===== config.mk =====
export PLATFORM = sky130hd
export DESIGN_NAME = tcpu_div
export DESIGN_NICKNAME = d
export VERILOG_FILES = /design/src/sv/tcpu_pkg.sv /design/src/sv/tcpu_div.sv
export SDC_FILE = /design/constraint.sdc
export NUM_CORES = 1
export LEC_CHECK = 0
export BUFFER_PORTS_ARGS = -buffer_cell sky130_fd_sc_hd__clkbuf_2
export CAP_MARGIN = 20
export CORE_MARGIN = 3
export CORE_UTILIZATION = 30
export CTS_BUF_LIST = sky130_fd_sc_hd__clkbuf_8
export DETAILED_ROUTE_END_ITERATION = 6
export PLACE_DENSITY_LB_ADDON = 0.2
export SETUP_SLACK_MARGIN = 0.15
export SLEW_MARGIN = 20
export SYNTH_ARGS = -nofsm -noshare
export SYNTH_HDL_FRONTEND = slang
export SYNTH_SLANG_ARGS = --single-unit
export TNS_END_PERCENT = 5

===== constraint.sdc =====
create_clock -name clk_i -period 2.15 [get_ports clk_i]
set_clock_uncertainty 0.05 [all_clocks]
set_input_delay 0.215 -clock clk_i [delete_from_list [all_inputs] [get_ports clk_i]]
set_output_delay 0.215 -clock clk_i [all_outputs]
set_load 0.1 [all_outputs]

===== src/sv/tcpu_pkg.sv =====
`timescale 1ns / 1ps
// ----------------------------------------------------------------------------
// tcpu_pkg
// Shared constants and types of the tiny 16-bit processor core.
// ----------------------------------------------------------------------------
package tcpu_pkg;

  localparam int XLEN = 16;

  // Item kinds
  localparam logic [1:0] KIND_LOAD = 2'd0;
  localparam logic [1:0] KIND_STEP = 2'd1;
  localparam logic [1:0] KIND_SRST = 2'd2;

  // Opcodes, instruction bits 15:11
  localparam logic [4:0] OP_SET = 5'd0;
  localparam logic [4:0] OP_ADD = 5'd1;
  localparam logic [4:0] OP_ADI = 5'd2;
  localparam logic [4:0] OP_SUB = 5'd3;
  localparam logic [4:0] OP_MUL = 5'd4;
  localparam logic [4:0] OP_DIV = 5'd5;
  localparam logic [4:0] OP_NOT = 5'd10;
  localparam logic [4:0] OP_JMP = 5'd14;

  localparam logic [XLEN-1:0] HALT_PC = 16'hFFFF;

  typedef struct packed {
    logic            start;
    logic [XLEN-1:0] dividend;
    logic [XLEN-1:0] divisor;
  } div_req_t;

  typedef struct packed {
    logic            done;
    logic [XLEN-1:0] quotient;
  } div_rsp_t;

endpackage


===== src/sv/tcpu_div.sv =====
`timescale 1ns / 1ps
// ----------------------------------------------------------------------------
// tcpu_div
// Unsigned restoring divider, one quotient bit per cycle.
// ----------------------------------------------------------------------------
module tcpu_div
  import tcpu_pkg::*;
(
  input  logic     clk_i,
  input  logic     rst_ni,
  input  div_req_t req_i,
  output div_rsp_t rsp_o
);

  localparam int CntW = $clog2(XLEN);
  localparam logic [CntW-1:0] LastCnt = CntW'(XLEN - 1);

  logic            busy_q;
  logic            done_q;
  logic [CntW-1:0] cnt_q;
  logic [XLEN-1:0] rem_q;
  logic [XLEN-1:0] quo_q;
  logic [XLEN-1:0] dvs_q;

  logic [XLEN:0]   trial;
  logic            ge;
  logic [XLEN:0]   diff;

  assign trial = {rem_q, quo_q[XLEN-1]};
  assign ge    = trial >= {1'b0, dvs_q};
  assign diff  = trial - {1'b0, dvs_q};

  always_ff @(posedge clk_i or negedge rst_ni) begin
    if (!rst_ni) begin
      busy_q <= 1'b0;
      done_q <= 1'b0;
      cnt_q  <= '0;
    end else begin
      // one-cycle pulse after the last quotient bit
      done_q <= busy_q && !req_i.start && (cnt_q == LastCnt);
      if (req_i.start) begin
        busy_q <= 1'b1;
        cnt_q  <= '0;
      end else if (busy_q) begin
        cnt_q <= cnt_q + 1'b1;
        if (cnt_q == LastCnt) begin
          busy_q <= 1'b0;
        end
      end
    end
  end

  // datapath, no reset
  always_ff @(posedge clk_i) begin
    if (req_i.start) begin
      rem_q <= '0;
      quo_q <= req_i.dividend;
      dvs_q <= req_i.divisor;
    end else if (busy_q) begin
      rem_q <= ge ? diff[XLEN-1:0] : trial[XLEN-1:0];
      quo_q <= {quo_q[XLEN-2:0], ge};
    end
  end

  assign rsp_o.done     = done_q;
  assign rsp_o.quotient = quo_q;

endmodule


==> metrics.txt, run 1 <==
Total GRT Usage 13.8%; Pre-Repair DR Iteration Count 4; antenna violations before repair 0; CTS Buf Count 5; Chip Width 108 um; Max Slew Vio Count 0; H-Tree Depth 2; Yosys top cell by area edfxtp_1; Synth Area in XOR/XNOR under 10%; worst rel slew slack a little under two thirds; mux cell area share after synthesis 6.36%; Clk pin slew, worst setup/hold paths 100 ps; Pleak ~1.8 nW; HPWL Detailed roughly 5.9 mm; PD cells 668 mW/mm^2; Peak VDD IR around 0.42 mV; crit end category flip-flop; Tmin final 2220 ps; Seq/Total Area, Yosys a little under half; DR iter-0 viols roughly 120; total grt overflow 0; input/output buffers 51; count leader, synth edfxtp_1; via/cell ratio 5.01; post-route setup TNS -259 ps; Crit-path slowest cell edfxtp_1; worst-path cell chain ha_4 -> fa_2 -> nor2b_2 -> o31a_1 -> o211ai_1 -> a211oi_1 -> o211ai_1 -> o211ai_1; worst slack at placement -131 ps; Chip Height 108 um; via count between 2000 and 3000; Yosys top cell area share a little under a third; max incr delay on CP approximately 430 ps; Post-Synth Simple-Gate Area 14.5%; Syn Area/Cell around 10 um^2; syn nets around 350; crit path DAT about 2400 ps; status finished, violations left; Buf+Inv Stages, Crit Path 0; first-pass GRT wire length between 10 and 15 mm; Core ar. around 0.010 mm^2; Crit Path Max Fanout 4; final period utilization 103%; top cells by count, synth edfxtp_1, nor2_1, inv_1; async set-or-reset flop fraction in the synthesized netlist 11.1%; TritonCTS clock tree built; Post-synth EDFFs 32; Setup CP Type flip-flop to flip-flop; RSZ-0062 raised after global routing yes; Fin. Hold Viols 0; number of global-route vias before repair between 2000 and 3000; combinational family with the most area after synthesis compound AO/OA/AOI/OAI gates; Synth Area in Adders 7.40%; Syn Inst Count 300; fmax roughly 0.45 GHz; routability cong. 0.851; clock root cell clkbuf_8; fillers ~1000; CP startpoint kind flip-flop; CTS Buffer Depth 2; complex-gate fraction of the synthesized area between 10% and 20%; full die area around 0.012 mm^2; worst hold slack 16.3 ps; Area growth syn-to-layout 32.9%; antenna fix cells 0; Cell Rows 36; most common flop cell mapped by yosys edfxtp_1; post-synth cell types a little over 60; Sink Count 54; Routed WL per cell ~15 um; Setup WS post-layout -73.7 ps; final total power about 0.0028 W; Syn. warnings 0; I/O pin cnt 52; Data required, critical path about 2300 ps; Max-Cap Viols 0; # setup viols final 6; largest net degree at the start of global routing 33; Mapped Area 0.00315 mm^2; drt drc 0; Synth area leaders edfxtp_1, dfxtp_1, ha_1; Initial Util 31.5%; post-route ant nets 0; Final nets 454; most frequent CP cell o211ai_1; Worst Hold Class input port to flip-flop; Crit path max-delay family compound AO/OA/AOI/OAI gates; layout cells sized above 1 between 40% and 50%; Worst-Margin Slew 552 ps; number of synthesized register bits 54; WL final between 7 and 8 mm; failing checks negative setup slack; clock latency on the worst-skew pair between 300 and 400 ps; final core utilization 41.8%
## sequential cells by signal, indices dropped and copies added (netlist names)
name	cells
cnt_q	4
rem_q	16
quo_q	16
dvs_q	16
busy_q	1
done_q	1
## cells by family (layout without fill, tap and decap cells)
group | count (synthesis) | count (layout)
and+or+nand+nor | 88 | 88
AOI/OAI and AO/OA | 76 | 76
DFF | 54 | 54
buffers and inverters | 35 | 137
adders and majority gates | 18 | 18
muxes | 18 | 18
xor gates and xnor gates | 11 | 11
## layer usage
metal / track usage (%) / vias up / share of wire, %
met5: 0 / - / 0
met2: 22.2 / 52 / 47
met4: 3.79 / 0 / 1.1
li1: - / 1329 / -
met3: 2.69 / 8 / 3.7
met1: 18.8 / 1289 / 48
## area by class of cell
class	count	area, um^2	area share [%]
Clock buffer	5	68.8	1.65
Clock inverter	3	40.0	0.958
Inverter	20	75.1	1.80
Multi-Input combinational cell	211	1690	40.3
Sequential cell	54	1430	34.2
Tap cell	133	166	3.98
Timing Repair Buffer	109	713	17.1
## worst reg2reg max path, cell delays in order (launching register included)
cell and delay, ps:
edfxtp_1 430, ha_4 190, fa_2 360, nor2b_2 130, o31a_1 230, o211ai_1 200
a211oi_1 280, o211ai_1 130, o211ai_1 170
## timing repair
action,CTS,global route
endpoints found under the setup margin,17,17
buffers inserted,2,0
pin swaps,11,3
gates cloned,0,0
hold buffers,1,0
endpoints found under the hold margin,6,0
resized for setup,13,5
## cells in the final DEF, fill, tap and decap left out, drive strengths merged, types with 2 or more instances in the layout
cell type  instances
and2               3
nand2             16
nor2b              4
dfxtp             16
o21a               4
a2111oi            2
dfrtp              6
a31oi              2
mux2i              2
and3               2
nor3               3
or2                2
a41oi              3
o41ai              2
ha                17
a211oi             4
buf               57
edfxtp            32
a21oi             15
clkinv             2
nand3             14
mux2              16
a21o               4
o31ai              2
o21ai             14
a311oi             7
xor2               3
nand4              8
o211ai             5
inv               20
a211o              2
nor2              25
o311ai             2
nand2b             4
xnor2              8
clkbuf            56
## stage by stage
step	instance area (um^2)	std cells
after floorplan	3160	300
after global placement	3940	524
after detailed placement	3940	524
after CTS	4150	535
after global routing	4180	535
final	4180	535
## where the power goes
group | switching [W] | internal (W) | leakage (nW)
logic | 0.000537 | 0.000327 | 1.22
registers | 0.0000465 | 0.00118 | 0.534
clock network | 0.000355 | 0.000344 | 0.0579
total | 0.000939 | 0.00185 | 1.81
## final timing paths
| kind | startpoint | end | slack (ps) | cells after the start |
|---|---|---|---|---|
| max in group asynchronous | rst_ni | busy_q | 1700 | 2 |
| max | dvs_q[0] | rem_q[14] | -70 | 8 |
| min in group asynchronous | rst_ni | cnt_q[2] | 200 | 2 |
| min | req_i[6] | dvs_q[6] | 20 | 1 |
| max reg2reg | dvs_q[0] | rem_q[14] | -70 | 8 |
| min reg2reg | rem_q[14] | rem_q[14] | 490 | 2 |
Power figures use the tool's default switching activity.
==> run 2: changes to the inputs <==
--- a/config.mk
+++ b/config.mk
@@ -10,6 +10,7 @@
 export CORE_MARGIN = 3
 export CORE_UTILIZATION = 30
 export CTS_BUF_LIST = sky130_fd_sc_hd__clkbuf_8
+export CTS_CLUSTER_SIZE = 14
 export DETAILED_ROUTE_END_ITERATION = 6
 export PLACE_DENSITY_LB_ADDON = 0.2
 export SETUP_SLACK_MARGIN = 0.15
==> constraint.sdc (replaced) <==
create_clock -name clk_i -period 2.79 [get_ports clk_i]
set_clock_uncertainty 0.05 [all_clocks]
set_input_delay 0.279 -clock clk_i [delete_from_list [all_inputs] [get_ports clk_i]]
set_output_delay 0.279 -clock clk_i [all_outputs]
set_load 0.1 [all_outputs]
==> run 2 against run 1 <==
Net effect: highest routed layer unchanged; total power decreased by 26%; global-route usage decreased by 0.79 points; maximum frequency decreased by 8.8%; non-clock buffer count decreased by 47; the flow now finishes without violations; critical path type unchanged; clock power decreased by 20%; sequential power decreased by 23%; flip-flop and latch count unchanged.
==> metrics.txt, run 2 (synthesized netlist as in run 1, its figures left out) <==
Max-Cap Viols 0; worst rel slew slack a little over half; routability cong. 0.762; layout cells sized above 1 between 20% and 30%; via count 2459; Cell Rows 36; antenna violations before repair 0; Crit Path Max Fanout 11; Total GRT Usage between 10% and 20%; Setup CP Type flip-flop to flip-flop; final total power ~0.0021 W; RSZ-0062 raised after global routing no; non-filler cells in the finished layout 488; largest net degree at the start of global routing 26; post-route ant nets 0; antenna fix cells 0; via/cell ratio 5.04; Max Slew Vio Count 0; Seq. cell area around 0.0014 mm^2; post-route setup TNS 0 ps; Multi-input gate area around 0.0016 mm^2; Core ar. roughly 0.010 mm^2; Chip Width 108 um; Initial Util 31.5%; drt drc 0; Clk pin slew, worst setup/hold paths roughly 110 ps; Data required, critical path around 3000 ps; fillers a little over 1000; TritonCTS clock tree built; placed cells between 400 and 500; top flop regs dvs_q (16), quo_q (16), rem_q (16); worst slack at placement 368 ps; Tmin final between 2000 and 2500 ps; worst hold slack 69.4 ps; DR iter-0 viols 167; # setup viols final 0; crit path DAT between 2000 and 3000 ps; post-CTS setup repair buffer count 0; Peak VDD IR between 0.2 and 0.3 mV; status finished, final reports clean; final period utilization between 80 and 90%; input/output buffers 51; clock latency on the worst-skew pair around 320 ps; CTS Buffer Depth 2; clock root cell clkbuf_8; Sink Count 54; Pleak ~1.5 nW; H-Tree Depth 2; total grt overflow 0; Setup WS post-layout ~350 ps; Area growth syn-to-layout 18.1%; Pre-Repair DR Iteration Count 4; HPWL Detailed roughly 5.4 mm; Chip Height between 100 and 150 um; Worst-Margin Slew 710 ps; CP startpoint kind flip-flop; PD cells roughly 560 mW/mm^2; Worst Hold Class input port to flip-flop; full die area 0.0117 mm^2; number of global-route vias before repair 2454; crit end category flip-flop; fmax between 0.4 and 0.5 GHz; WL final 7.32 mm; most common cell after layout, fill and taps aside clkbuf_2; I/O pin cnt 52; Routed WL per cell roughly 15 um; first-pass GRT wire length roughly 12 mm; Fin. Hold Viols 0; CTS Buf Count 5; Final nets 407; commonest non-fill, non-tap cells in the layout clkbuf_2, edfxtp_1, nor2_1
[run 2: cell count changes in the layout (fill, tap and decap cells not counted), moves of 2 or more]
cell,previous run,this run
ha_1,13,16
buf_4,54,10
ha_4,4,1
nor2_1,23,25
clkinv_2,2,0
buf_6,2,0
[run 2: per-stage QoR]
stage / util (%) / instance area, um^2
finish: 37.1 / 3710
global route: 37.1 / 3710
CTS: 37.1 / 3710
detailed placement: 35.9 / 3590
global placement: 35.9 / 3590
floorplan: - / 3160
[run 2: final timing paths]
| kind | cells past startpoint | slack [ps] | to | start |
|---|---|---|---|---|
| max | 9 | 350 | rem_q[6] | dvs_q[10] |
| min | 1 | 70 | dvs_q[9] | req_i[9] |
| max reg2reg | 9 | 350 | rem_q[6] | dvs_q[10] |
| min reg2reg | 2 | 460 | rem_q[9] | rem_q[9] |
| max in group asynchronous | 2 | 2280 | cnt_q[0] | rst_ni |
| min in group asynchronous | 2 | 260 | done_q | rst_ni |
[run 2: area by class of cell]
type	count	area share (%)
multi-input cells	211	42.6
well taps	133	4.48
flip-flops and latches	54	38.5
clock inverters	3	1.31
clock buffers	5	1.85
repair buffers	62	9.16
inverters	20	2.02
[run 2: worst max-delay path, cell delays in order (launching register included)]
cell,delay (ps)
edfxtp_1,390
inv_1,60
ha_1,240
a21oi_2,250
nor2b_1,70
o21a_1,220
a2111o_1,440
buf_4,190
o221a_1,270
nor4_1,160
[run 2: layer usage]
| layer | vias up | part of all wire, % | GRT usage, % |
|---|---|---|---|
| li1 | 1236 | - | - |
| met1 | 1164 | 48 | 17.4 |
| met2 | 51 | 46 | 21.0 |
| met3 | 8 | 4.6 | 2.51 |
| met4 | 0 | 1.5 | 4.42 |
| met5 | - | 0 | 0 |
[run 2: report_power, final]
group	switching [W]	internal (W)	leakage, nW
combinational	0.000382	0.000181	0.957
sequential	0.0000372	0.000912	0.534
clock	0.000287	0.000274	0.0563
[run 2: what timing repair did]
action	CTS	global route
endpoints found under the setup margin	0	5
resized for setup	0	1
endpoints found under the hold margin	6	0
hold buffers	1	0
